<file path="src/rtl/ase_pkg.sv">
// Shared types and constants of the A64 subset execute core.
`timescale 1ns / 1ps
package ase_pkg;

  typedef enum logic [4:0] {
    K_ADD, K_ADDS, K_AND, K_ANDS, K_BR, K_EOR, K_MUL, K_ORR, K_SDIV, K_UDIV,
    K_SUB, K_SUBS, K_LSL, K_LSR, K_HLT, K_ADDI, K_ADDIS, K_SUBI, K_SUBIS,
    K_LDUR, K_STUR, K_LDURB, K_LDURH, K_STURB, K_STURH, K_STURW,
    K_B, K_BL, K_CBNZ, K_CBZ, K_BCOND, K_MOVZ
  } kind_e;

  localparam logic OP_EXEC    = 1'b0;
  localparam logic OP_PRELOAD = 1'b1;

  localparam logic CFG_START_PC  = 1'b0;
  localparam logic CFG_DATA_BASE = 1'b1;

  localparam logic [31:0] START_PC_RST  = 32'h0040_0000;
  localparam logic [31:0] DATA_BASE_RST = 32'h1000_0000;

  localparam logic [4:0] COND_EQ = 5'h00;
  localparam logic [4:0] COND_NE = 5'h01;
  localparam logic [4:0] COND_GE = 5'h0A;
  localparam logic [4:0] COND_LT = 5'h0B;
  localparam logic [4:0] COND_GT = 5'h0C;
  localparam logic [4:0] COND_LE = 5'h0D;

  localparam logic [4:0] LINK_REG = 5'd30;
  localparam logic [4:0] ZR_REG   = 5'd31;

  typedef struct packed {
    logic        opcode;
    logic [31:0] instruction;
    logic [9:0]  preload_index;
    logic [31:0] preload_value;
    kind_e       kind;
  } item_t;

endpackage

</file>
<file path="src/rtl/ase_queue.sv">
// Two-entry item queue between the front end and the execute back end.
`timescale 1ns / 1ps
module ase_queue (
  input  logic           clk_i,
  input  logic           rst_ni,
  input  logic           push_i,
  input  ase_pkg::item_t item_i,
  output logic           full_o,
  input  logic           pop_i,
  output logic           valid_o,
  output ase_pkg::item_t item_o
);

  ase_pkg::item_t slot_q [2];
  logic       wp_q, rp_q;
  logic [1:0] cnt_q;

  assign full_o  = (cnt_q == 2'd2);
  assign valid_o = (cnt_q != 2'd0);
  assign item_o  = slot_q[rp_q];

  always_ff @(posedge clk_i) begin
    if (push_i) slot_q[wp_q] <= item_i;
  end

  always_ff @(posedge clk_i or negedge rst_ni) begin
    if (!rst_ni) begin
      wp_q  <= 1'b0;
      rp_q  <= 1'b0;
      cnt_q <= 2'd0;
    end else begin
      if (push_i) wp_q <= ~wp_q;
      if (pop_i) rp_q <= ~rp_q;
      if (push_i && !pop_i) cnt_q <= cnt_q + 2'd1;
      else if (!push_i && pop_i) cnt_q <= cnt_q - 2'd1;
    end
  end

endmodule

</file>
<file path="config.mk">
export PLATFORM = sky130hd
export DESIGN_NAME = ase_queue
export DESIGN_NICKNAME = d
export VERILOG_FILES = /design/src/rtl/ase_pkg.sv /design/src/rtl/ase_queue.sv
export SDC_FILE = /design/constraint.sdc
export NUM_CORES = 1
export LEC_CHECK = 0
export CELL_PAD_IN_SITES_DETAIL_PLACEMENT = 0
export CELL_PAD_IN_SITES_GLOBAL_PLACEMENT = 2
export CORE_MARGIN = 3
export CORE_UTILIZATION = 47
export DETAILED_ROUTE_END_ITERATION = 7
export DONT_BUFFER_PORTS = 1
export MAX_ROUTING_LAYER = met4
export PLACE_DENSITY_LB_ADDON = 0.15
export RECOVER_POWER = 25
export SLEW_MARGIN = 40
export SYNTH_ARGS = -nofsm -noshare
export SYNTH_HDL_FRONTEND = slang
export SYNTH_SLANG_ARGS = --single-unit
</file>
<file path="constraint.sdc">
create_clock -name clk_i -period 6.47 [get_ports clk_i]
set_input_delay 1.294 -clock clk_i [delete_from_list [all_inputs] [get_ports clk_i]]
set_output_delay 1.294 -clock clk_i [all_outputs]
set_load 0.05 [all_outputs]
</file>
---- After elaboration in Yosys (flattened, before gate mapping) ----
Memory sizes are Yosys's and may differ from the RTL's.
Index checks and enable logic that the tools add are counted.
word-level totals
  bits in registers ....................... 4
  bits in writable memories ............... 160
  bits of input ports ..................... 84
  output and inout bits ................... 82
  logic and storage cells ................. 19
  memories ................................ 1
memory list
  memory  words  width  read ports  clocked after Yosys merged registers in  wr ports  RTL line         RTL
  slot_q  2      80     1           0                                        1         ase_queue.sv:14  ase_pkg::item_t slot_q [2];
operators by class
  $add $sub $neg .......................... 2
  equal/unequal tests ..................... 1
  mux-type cells .......................... 4
  bitwise operators ....................... 2
  reductions and logical operators ........ 6
operators by type and width
  kind                   number
  $mux W2                2
  $reduce_bool A2 Y1     2
  $add A2 B1 Y2 const B  1
  $eq A2 B2 Y1 const B   1
  $logic_and A1 B1 Y1    2
  $logic_not A1 Y1       2
  $mux W1                2
  $not A1 Y1             2
  $sub A2 B1 Y2 const B  1

---- Depth between registers and ports, before layout ----
  word-level depth ........................ 4
  gate-level depth with buffers ........... 5
  mapped depth without buffers ............ 5

---- Worst setup path after synthesis ----
No wires, ideal clock.
  kind .................................... input -> register
  from .................................... input port push_i
  to ...................................... memory slot_q[0][0] (netlist name), enable pin
  setup time .............................. 0.528 ns
  data arrival time ....................... 4.792 ns
  data required time ...................... 5.942 ns
  setup slack ............................. 1.150 ns
  stages .................................. 1
  buffers on the path ..................... 0
  cells stage by stage .................... nor2b_1
on the way
  cells in the longest elaborated chain, start to end .. 2
ends and longest elaborated chain
  what                           RTL line         RTL
  from (decl)                    ase_queue.sv:6   input logic push_i,
  $mux W1                        ase_queue.sv:23  if (push_i) slot_q[wp_q] <= item_i;
  $mux W1 (not written as such)  ase_queue.sv:23
  to (decl)                      ase_queue.sv:14
No other way between the ends.

==> impl_metrics.yaml <==
grt:
  global_route.overflow_total: 0
  grt_pass1_wl_um: 14400
  grt_max_degree: 61
  grt_usage: 0.140
  via_count_of_the_first_global_routing_pass: 2524
  antenna_found_initial: 0
routing:
  antenna_violating_nets_post_route: 0
  routed_wire_length_on_met3_um: 1020
  routed-via-count: 2375
  detailedRoute.firstIterationViolations: 147
  routed_wl_um: 9950
  vias_per_cell: 5.11
  drt-pass1-iter-count: 4
  routed.top_layer: "met4"
  drc: 0
  routedLengthMet1_um: 3760
  routed-wl-met2_um: 4930
  drt-wirelength-per-cell_um: 21.4
flow_run:
  drv.max_cap_violation_count: 0
power_and_ir_drop:
  power.net_switching_mw: 1.56
  pwr_density_cell_nw_per_um2: 574
  maximum_vdd_drop_mv: 0.313
  share_seq_of_total_power: 0.368
  p_int_mw: 2.54
  power.combinational.fraction: 0.375
  swShare: 0.381
  power.leakage_nw: 2.60
  p_clk_frac: 0.258
sta:
  setup_repair_after_global_routing_missed_its_margin: "no"
  setup_tns_ps: 0
  finalHoldWorstSlack_ps: 505
  final_min_period_over_clock_period: 0.528
  timing_hold_violations_final: 0
  max-slew-margin-rel: 0.566
  timing.clock.skew_ps: 4.15
  finalCriticalPeriod_ps: 3410
  fmaxAchievable_mhz: 293
  setup_violations: 0
  layout_setup_ws_ps: 3060
  timing_max_transition_violations_final: 0
  tightest_slew_ps: 649
critical_path:
  start_kind: "flip-flop"
  reg2reg_depth: 2
  crit_arrival_ps: 2120
  setup.worst_path.class: "reg2out"
  crit-reg2reg-capture: "slot_q[0][11]"
  worstReg2RegStart: "wp_q"
  worst_setup_path_startpoint: "rp_q"
  timing.critical_path.fanout_max: 32
  crit_end: "item_o[59]"
  timing.critical_path.to_type: "output pin"
  worst-r2r-setup-slack_ps: 4500
  cp_data_required_time_ps: 5180
synth:
  synth.ff_latch_count: 164
  synth_most_common_cell: "edfxtp_1"
  edff_count_synth: 160
  synth.cell_area_sq_um: 6360
  syn-num-nets: 350
  synth_cell_type_count: 14
  syn-instance-count: 265
  asyncSetResetFlopFracSynth: 0.0244
  ys.warnings.count: 0
  synth.avg_cell_area_sq_um: 24.0
  synth-seq-area-share: 0.771
  synth_largest_area_cell: "edfxtp_1"
  fraction_of_post_synthesis_cell_area_in_the_top_cell_type_by_area: 0.755
  synthTopCellsByCount: "edfxtp_1, mux2_4, buf_12"
  ys_flop_type: "edfxtp_1"
  synthTopCellsByArea: "edfxtp_1, mux2_4, buf_12, dfrtp_1, xor2_1"
finish:
  num_antenna_cells: 0
  final_nets: 365
  finish.utilization: 0.552
  flow.area_growth_from_synthesis_pct: 12.2
  final_layout_size_suffix_gt1_frac: 0.410
placement:
  port_buffers: 0
  globalplace.congestion: 0.701
  pre_cts_ws_ps: 3410
  hpwlAfterDp_um: 6600
floorplan:
  initial_standard_cell_utilization_of_the_core: 0.492
  core-area_sq_um: 12900
  die_h_um: 122
  die_w_um: 122
  dieArea_sq_um: 15000
  core.rowCount: 41
  top_level_i_o_count: 166
clock_tree:
  cts.hold.buffers_added: 0
  clk_latency_ps: 410
  clockRootBuffer: "clkbuf_16"
  cts_resized: 0
  post-cts-setup-buffer-count: 0
  cts_buffer_depth: 2
  tritoncts_clock_tree: "built"
  cts_inserted_buffers: 17
  path_clk_slew_ps: 60
  htree_levels: 4
  cts_num_sinks: 164
hold_path:
  worstHoldPathType: "reg2reg"
status:
  status: "complete, no violations"
[through the flow]
step,power (mW),cells,cell area [sq um]
2_1_floorplan,3.03,265,6360
4_1_cts,4.15,465,7140
3_3_place_gp,3.05,430,6430
3_5_place_dp,3.09,433,6500
5_1_grt,4.24,465,7140
6_report,4.10,465,7140
[cell families (layout without fill, tap and decap cells)]
group	Yosys count	after routing	share of synthesized area
DFF	164	164	0.771
muxes	80	80	0.188
buffers and inverters	10	38	0.0275
xor gates and xnor gates	5	5	0.00688
and+or+nand+nor	5	5	0.00452
adders and majority gates	1	1	0.00197
[cell usage in the layout (no fill, tap or decap), drive strengths merged]
cell and n:
buf 5, bufinv 5, clkinv 7, dfrtp 4, mux2 80, edfxtp 160
ha 1, or2 1, inv 1, xnor2 1, nor2 1, clkinvlp 2
nor2b 2, xor2 4, and2 1, clkbuf 18
[final cells by class]
cell class / instances / area, sq um
Sequential cell: 164 / 4910
Tap cell: 172 / 215
Multi-Input combinational cell: 91 / 1290
Fill cell: 1006 / 5790
Timing Repair Buffer: 5 / 78.8
Inverter: 1 / 3.75
Clock buffer: 18 / 429
Clock inverter: 14 / 210
[routing by layer]
layer,vias to the layer above,track usage
li1,1076,-
met5,-,-
met1,1169,0.159
met3,17,0.0659
met2,113,0.207
met4,0,0.0721
[power groups by stage]
stage	Combinational (mW)	Clock, mW	Sequential, mW
finish	1.54	1.06	1.51
global route	1.59	1.13	1.53
CTS	1.55	1.09	1.51
detailed placement	1.55	0	1.53
global placement	1.47	0	1.58
floorplan	1.54	0	1.49
[how the worst min path moves through the flow]
stage	startpoint	endpoint	cells after the start
floorplan	cnt_q[1]	cnt_q[1]	1
global placement	cnt_q[1]	cnt_q[1]	1
detailed placement	cnt_q[1]	cnt_q[1]	1
CTS	cnt_q[1]	cnt_q[1]	1
global route	cnt_q[1]	cnt_q[1]	1
finish	cnt_q[1]	cnt_q[1]	1
[worst max-delay path, cell delays in order (launching register included)]
cell	delay, ps
dfrtp_4	680
buf_4	550
mux2_4	440
[flip-flops by register name (all words and copies together) (netlist names)]
signal and flops:
slot_q 160, rp_q 1, wp_q 1, cnt_q 2
(Power assumes the default switching activity.)
