===== config.mk =====
export PLATFORM = sky130hd
export DESIGN_NAME = ase_front
export DESIGN_NICKNAME = d
export VERILOG_FILES = /design/src/rtl/ase_pkg.sv /design/src/rtl/ase_front.sv
export SDC_FILE = /design/constraint.sdc
export NUM_CORES = 1
export LEC_CHECK = 0
export ABC_AREA = 1
export ABC_CLOCK_PERIOD_IN_PS = 1750
export BUFFER_PORTS_ARGS = -buffer_cell sky130_fd_sc_hd__buf_2
export CAP_MARGIN = 20
export CORE_MARGIN = 4
export CORE_UTILIZATION = 49
export DETAILED_ROUTE_END_ITERATION = 6
export MAX_ROUTING_LAYER = met4
export PLACE_DENSITY = 0.86
export SYNTH_ARGS = -nofsm -noshare
export SYNTH_HDL_FRONTEND = slang
export SYNTH_SLANG_ARGS = --single-unit

===== constraint.sdc =====
create_clock -name vclk -period 1.75
set_input_delay 0.35 -clock vclk [all_inputs]
set_output_delay 0.35 -clock vclk [all_outputs]
set_load 0.01 [all_outputs]

===== src/rtl/ase_pkg.sv =====
// Shared types and constants of the A64 subset execute core.
`timescale 1ns / 1ps
package ase_pkg;

  typedef enum logic [4:0] {
    K_ADD, K_ADDS, K_AND, K_ANDS, K_BR, K_EOR, K_MUL, K_ORR, K_SDIV, K_UDIV,
    K_SUB, K_SUBS, K_LSL, K_LSR, K_HLT, K_ADDI, K_ADDIS, K_SUBI, K_SUBIS,
    K_LDUR, K_STUR, K_LDURB, K_LDURH, K_STURB, K_STURH, K_STURW,
    K_B, K_BL, K_CBNZ, K_CBZ, K_BCOND, K_MOVZ
  } kind_e;

  localparam logic OP_EXEC    = 1'b0;
  localparam logic OP_PRELOAD = 1'b1;

  localparam logic CFG_START_PC  = 1'b0;
  localparam logic CFG_DATA_BASE = 1'b1;

  localparam logic [31:0] START_PC_RST  = 32'h0040_0000;
  localparam logic [31:0] DATA_BASE_RST = 32'h1000_0000;

  localparam logic [4:0] COND_EQ = 5'h00;
  localparam logic [4:0] COND_NE = 5'h01;
  localparam logic [4:0] COND_GE = 5'h0A;
  localparam logic [4:0] COND_LT = 5'h0B;
  localparam logic [4:0] COND_GT = 5'h0C;
  localparam logic [4:0] COND_LE = 5'h0D;

  localparam logic [4:0] LINK_REG = 5'd30;
  localparam logic [4:0] ZR_REG   = 5'd31;

  typedef struct packed {
    logic        opcode;
    logic [31:0] instruction;
    logic [9:0]  preload_index;
    logic [31:0] preload_value;
    kind_e       kind;
  } item_t;

endpackage


===== src/rtl/ase_front.sv =====
// Front end: classifies an incoming instruction word into an operation kind.
`timescale 1ns / 1ps
module ase_front (
  input  logic [31:0]   instruction_i,
  output ase_pkg::kind_e kind_o
);

  logic [10:0] top11;
  logic [9:0]  top10;
  logic [7:0]  top8;
  logic [5:0]  top6;
  logic [8:0]  top9;
  logic [5:0]  fld;
  logic [4:0]  cond;
  logic        hit;

  assign top11 = instruction_i[31:21];
  assign top10 = instruction_i[31:22];
  assign top9  = instruction_i[31:23];
  assign top8  = instruction_i[31:24];
  assign top6  = instruction_i[31:26];
  assign fld   = instruction_i[15:10];
  assign cond  = instruction_i[4:0];

  // priority chain of encoding groups; no match falls back to ADD
  always_comb begin
    kind_o = ase_pkg::K_ADD;
    hit    = 1'b1;
    case (top11)
      11'h458, 11'h459: kind_o = ase_pkg::K_ADD;
      11'h558, 11'h559: kind_o = ase_pkg::K_ADDS;
      11'h450: kind_o = ase_pkg::K_AND;
      11'h750: kind_o = ase_pkg::K_ANDS;
      11'h6B0: kind_o = ase_pkg::K_BR;
      11'h650: kind_o = ase_pkg::K_EOR;
      11'h4D8: begin
        if (fld == 6'h1F) kind_o = ase_pkg::K_MUL;
        else hit = 1'b0;
      end
      11'h550: kind_o = ase_pkg::K_ORR;
      11'h4D6: kind_o = (fld == 6'd3) ? ase_pkg::K_SDIV : ase_pkg::K_UDIV;
      11'h658, 11'h659: kind_o = ase_pkg::K_SUB;
      11'h758, 11'h759: kind_o = ase_pkg::K_SUBS;
      11'h69A, 11'h69B: kind_o = (fld != 6'h3F) ? ase_pkg::K_LSL : ase_pkg::K_LSR;
      11'h6A2: kind_o = ase_pkg::K_HLT;
      default: hit = 1'b0;
    endcase
    if (!hit) begin
      hit = 1'b1;
      case (top10)
        10'h244: kind_o = ase_pkg::K_ADDI;
        10'h2C4: kind_o = ase_pkg::K_ADDIS;
        10'h344: kind_o = ase_pkg::K_SUBI;
        10'h3C4: kind_o = ase_pkg::K_SUBIS;
        default: hit = 1'b0;
      endcase
    end
    if (!hit) begin
      hit = 1'b1;
      case (top11)
        11'h7C2: kind_o = ase_pkg::K_LDUR;
        11'h7C0: kind_o = ase_pkg::K_STUR;
        11'h1C2: kind_o = ase_pkg::K_LDURB;
        11'h3C2: kind_o = ase_pkg::K_LDURH;
        11'h1C0: kind_o = ase_pkg::K_STURB;
        11'h3C0: kind_o = ase_pkg::K_STURH;
        11'h5C0: kind_o = ase_pkg::K_STURW;
        default: hit = 1'b0;
      endcase
    end
    if (!hit) begin
      hit = 1'b1;
      case (top6)
        6'h05: kind_o = ase_pkg::K_B;
        6'h25: kind_o = ase_pkg::K_BL;
        default: hit = 1'b0;
      endcase
    end
    if (!hit) begin
      hit = 1'b1;
      case (top8)
        8'hB5: kind_o = ase_pkg::K_CBNZ;
        8'hB4: kind_o = ase_pkg::K_CBZ;
        8'h54: begin
          if (cond inside {ase_pkg::COND_EQ, ase_pkg::COND_NE, ase_pkg::COND_GE,
                           ase_pkg::COND_LT, ase_pkg::COND_GT, ase_pkg::COND_LE})
            kind_o = ase_pkg::K_BCOND;
          else hit = 1'b0;
        end
        default: hit = 1'b0;
      endcase
    end
    if (!hit && top9 == 9'h1A5) kind_o = ase_pkg::K_MOVZ;
  end

endmodule


==> results by group, run 1 <==
Global routing
  – Largest net degree at the start of global routing: 8

Run status
  – Fail Step: global routing
  – Status: did not finish
  – Err: [ERROR DPL-0038] Utilization greater than 100%, impossible to legalize

Place
  – # port buffers: 26
  – Post-DP HPWL: slightly above 2 mm
  – Cells after DPL: about 210
  – Routability congestion estimate: 0.9111

Floorplanning
  – IO Pins: 37
  – # rows: 13
  – Chip height: between 40 and 50 um
  – DIE WIDTH: around 46 um
  – Starting Density: 0.5375

Synthesis
  – Post-synth top area cell: nand2_1
  – Synth top area cells: nand2_1 20%, nor2_1 18%, nand3_1 18%
  – Syn nets: between 150 and 200
  – Synth top area share: 0.2042
  – Sequential-to-total area share from yosys stat: 0
  – Yosys cell types: 21
  – Syn Inst Count: between 150 and 200
  – Mapped Avg Cell Area: around 4.6 sq um
  – Mapped Area: 716.9 sq um
  – Yosys synthesis warning count: 0

CTS
  – Hold-fix buffers at CTS: 0

STA
  – Worst End Pin Type: top-level output
  – Worst_ep grt: kind_o[0]
synth_stat cells (2+ instances only):
cell and instances:
nand3_1 26, nand4_1 5, nor2_1 35, o21ai_0 6, nor3_2 2, nor3_1 5, and3_1 2, inv_1 21
nor2_4 3, inv_2 2, nand2_1 39
cells by family after synthesis:
group                  count (synthesis)  share of synthesized area
and+or+nand+nor                      124                     0.8098
buffers and inverters                 23                     0.1204
AOI/OAI and AO/OA                      9                    0.06981
what timing repair did:
| action | CTS |
|---|---|
| pin swaps | 19 |
| endpoints found under the setup margin | 5 |
| cloned | 1 |
| gates resized for setup | 57 |
| setup buffers | 6 |
| hold endpoints to repair | 0 |
through the flow:
step                      hold slack, ns  setup slack (ns)  instance area (sq um)  TNS (ns)
after floorplan                   0.8830            0.1986                  716.9         0
after global placement             1.115           -0.1030                  985.9   -0.4505
after detailed placement           1.136           -0.1613                  985.9   -0.7320
after CTS                          1.164          -0.05222                   1215   -0.1893
==> inputs of run 2 (changes only) <==
--- a/config.mk
+++ b/config.mk
@@ -9,11 +9,10 @@
 export ABC_CLOCK_PERIOD_IN_PS = 1750
 export BUFFER_PORTS_ARGS = -buffer_cell sky130_fd_sc_hd__buf_2
 export CAP_MARGIN = 20
-export CORE_MARGIN = 4
-export CORE_UTILIZATION = 49
+export CORE_AREA = 4 4 65 67
 export DETAILED_ROUTE_END_ITERATION = 6
-export MAX_ROUTING_LAYER = met4
-export PLACE_DENSITY = 0.86
+export DIE_AREA = 0 0 69 71
+export PLACE_DENSITY_LB_ADDON = 0.15
 export SYNTH_ARGS = -nofsm -noshare
 export SYNTH_HDL_FRONTEND = slang
 export SYNTH_SLANG_ARGS = --single-unit
==> run 2 against run 1 <==
  * The flow now finishes, with violations (setup timing)
  * Area after synthesis stayed put
  * Synthesized cell count is the same
==> results by group, run 2 <==
Final layout
  – Area grow syn2layout: 93.37%
  – Register Area: 0 sq um
  – Nets@finish: 241
  – Most common cell after layout, fill and taps aside: buf_4
  – FFs & Latches: 0
  – Fillers: approximately 420
  – Most frequent cells in the layout: 25 x buf_4, 23 x nand3_1, 20 x nand2_1, 20 x nor2_1, 16 x buf_2
  – Ant. Diodes: 0
  – Fraction of final layout cells sized beyond drive strength 1: 0.5314
  – Final Util: 0.3815
  – Clock buf count: 0

Floorplanning
  – Chip height: 71 um (was 46.25 um)
  – Core area: about 3600 sq um
  – DIE WIDTH: 69 um (was 46.25 um)
  – Die area: about 4900 sq um
  – # rows: 22 (was 13)
  – Starting Density: 0.1973 (was 0.5375)
  – IO Pins: 37 (unchanged)

Route
  – Final ANT Viol Nets: 0
  – Drt wl/cell: approximately 11 um
  – Post-Route WL: about 2.9 mm
  – Vias: around 1.1k
  – Initial detailed-routing violation count: 30
  – DR pass1 iterations: 4
  – DRC: 0
  – Routed vias/inst: about 4.5

Global routing
  – Global-route wire length before repair: roughly 4.4 mm
  – Initial antenna violation count: 0
  – Total GRT Usage: 0.1040
  – Number of global-route vias before repair: around 1.0k
  – GR Overflow Total: 0
  – Largest net degree at the start of global routing: 8

Setup path
  – CP top delay family: simple AND/OR/NAND/NOR gates
  – Crit Path Class: in -> out
  – Critical path's largest stage delay: around 0.2 ns
  – CP Launch Type: input pin
  – Arr. time, crit path: 1.47 ns
  – CP Cell Sequence: buf_8 -> inv_6 -> nand2_4 -> nor2_2 -> nand2_2 -> nor3_4 -> nand2_1 -> and3_1 -> nand4_1 -> buf_2
  – Critical Path Fanout Max: 3
  – Critical Path End Type: output pin
  – CP max stage cell: and3_1
  – Required @ worst endpoint: 1.40 ns
  – Critical path buffers and inverters: 3

Synthesis
  – Post-synth top area cell: nand2_1 (unchanged)
  – Synth top area cells: nand2_1 20%, nor2_1 18%, nand3_1 18% (unchanged)
  – Most frequent cell after synthesis: nand2_1 (unchanged)
  – Mapped Avg Cell Area: 4.596 sq um (unchanged)
  – Mapped Area: 716.9 sq um (unchanged)
  – Synth top area share: 0.2042 (unchanged)
  – Yosys synthesis warning count: 0 (unchanged)
  – Syn Inst Count: 156 (unchanged)
  – Yosys cell types: 21 (unchanged)
  – Syn nets: 188 (unchanged)
  – Sequential-to-total area share from yosys stat: 0 (unchanged)
  – Synth top cells by count: 39 x nand2_1, 35 x nor2_1, 26 x nand3_1, 21 x inv_1, 6 x o21ai_0 (unchanged)

STA
  – Least-Margin Pin Slew: approximately 0.21 ns
  – Final hold vios: 0
  – Peak Freq: around 550 MHz
  – Final worst slack: -0.06742 ns
  – Final period util: 1.039
  – RSZ-0062 raised after global routing: true
  – Hold_ws: between 1 and 1.5 ns
  – Setup-failing EPs final: 4
  – Fin. max-slew vios: 0
  – Fin crit period: about 1.8 ns
  – Rel. slew slack: 0.8570

Place
  – # port buffers: 26 (unchanged)
  – Routability congestion estimate: 0.7773 (was 0.9111)
  – Post-DP HPWL: 2.220 mm (was 2.058 mm)

Power
  – VDD IR-drop max: 62.61 uV
  – PD cells: around 150 nW/um^2
  – LEAKAGE: just under 0.7 nW
  – Pwr Total: 212.4 uW

Worst hold path
  – HP Class: in -> out

Run status
  – Status: finished with violations (was did not finish)
  – Failing checks: setup timing

Flow run
  – MaxCap Viol Count: 0

CTS
  – Hold-fix buffers at CTS: 0 (unchanged)
[run 2: cell counts after synthesis]
No cell type changed its count.
[run 2: cell families (layout without fill, tap and decap cells)]
group | Yosys count | after routing | synth area share
buffers and inverters | 23 | 73 | 0.1204
AO/OA/AOI/OAI | 9 | 9 | 0.06981
AND/OR/NAND/NOR | 124 | 125 | 0.8098
[run 2: layout make-up]
| cell class | instances | area [sq um] | share of cell area |
|---|---|---|---|
| multi-input cells | 134 | 837.1 | 0.6038 |
| inverters | 23 | 108.9 | 0.07852 |
| well taps | 48 | 60.06 | 0.04332 |
| repair buffers | 50 | 380.4 | 0.2744 |
[run 2: worst paths after layout]
| check | from | end | slack [ns] | cells past startpoint |
|---|---|---|---|---|
| worst max-delay path | instruction_i[23] | kind_o[3] | -0.07 | 10 |
| worst min-delay path | instruction_i[31] | kind_o[4] | 1.17 | 4 |
[run 2: layer usage]
metal | part of all wire | GRT usage | up-vias
li1 | - | - | 616
met1 | 0.47 | 0.1429 | 503
met2 | 0.50 | 0.1886 | 19
met3 | 0.027 | 0.007102 | 0
met4 | 0 | 0 | 0
met5 | 0 | 0 | -
[run 2: timing repair]
action                     CTS  global route
gates cloned                 1             0
setup buffers                1             0
setup endpoints to repair    5             5
gates resized for setup     69            29
pin swaps                   19            11
[run 2: metrics by stage]
step,setup TNS [ns],worst slack [ns],instance area [sq um],cells
2_1_floorplan,0,0.1986,716.9,156
3_3_place_gp,-0.8025,-0.1949,1080,253
3_5_place_dp,-0.7999,-0.2116,1080,253
4_1_cts,-0.2559,-0.07971,1296,255
5_1_grt,-0.5651,-0.1346,1386,255
6_report,-0.1123,-0.06742,1386,255
[run 2: power by group]
part           total [mW]  leakage, nW  switching, mW  internal [mW]
combinational       0.212        0.690          0.117         0.0953
clock                   0            0              0              0
sequential              0            0              0              0
total               0.212        0.690          0.117         0.0953
(Power assumes the default switching activity.)
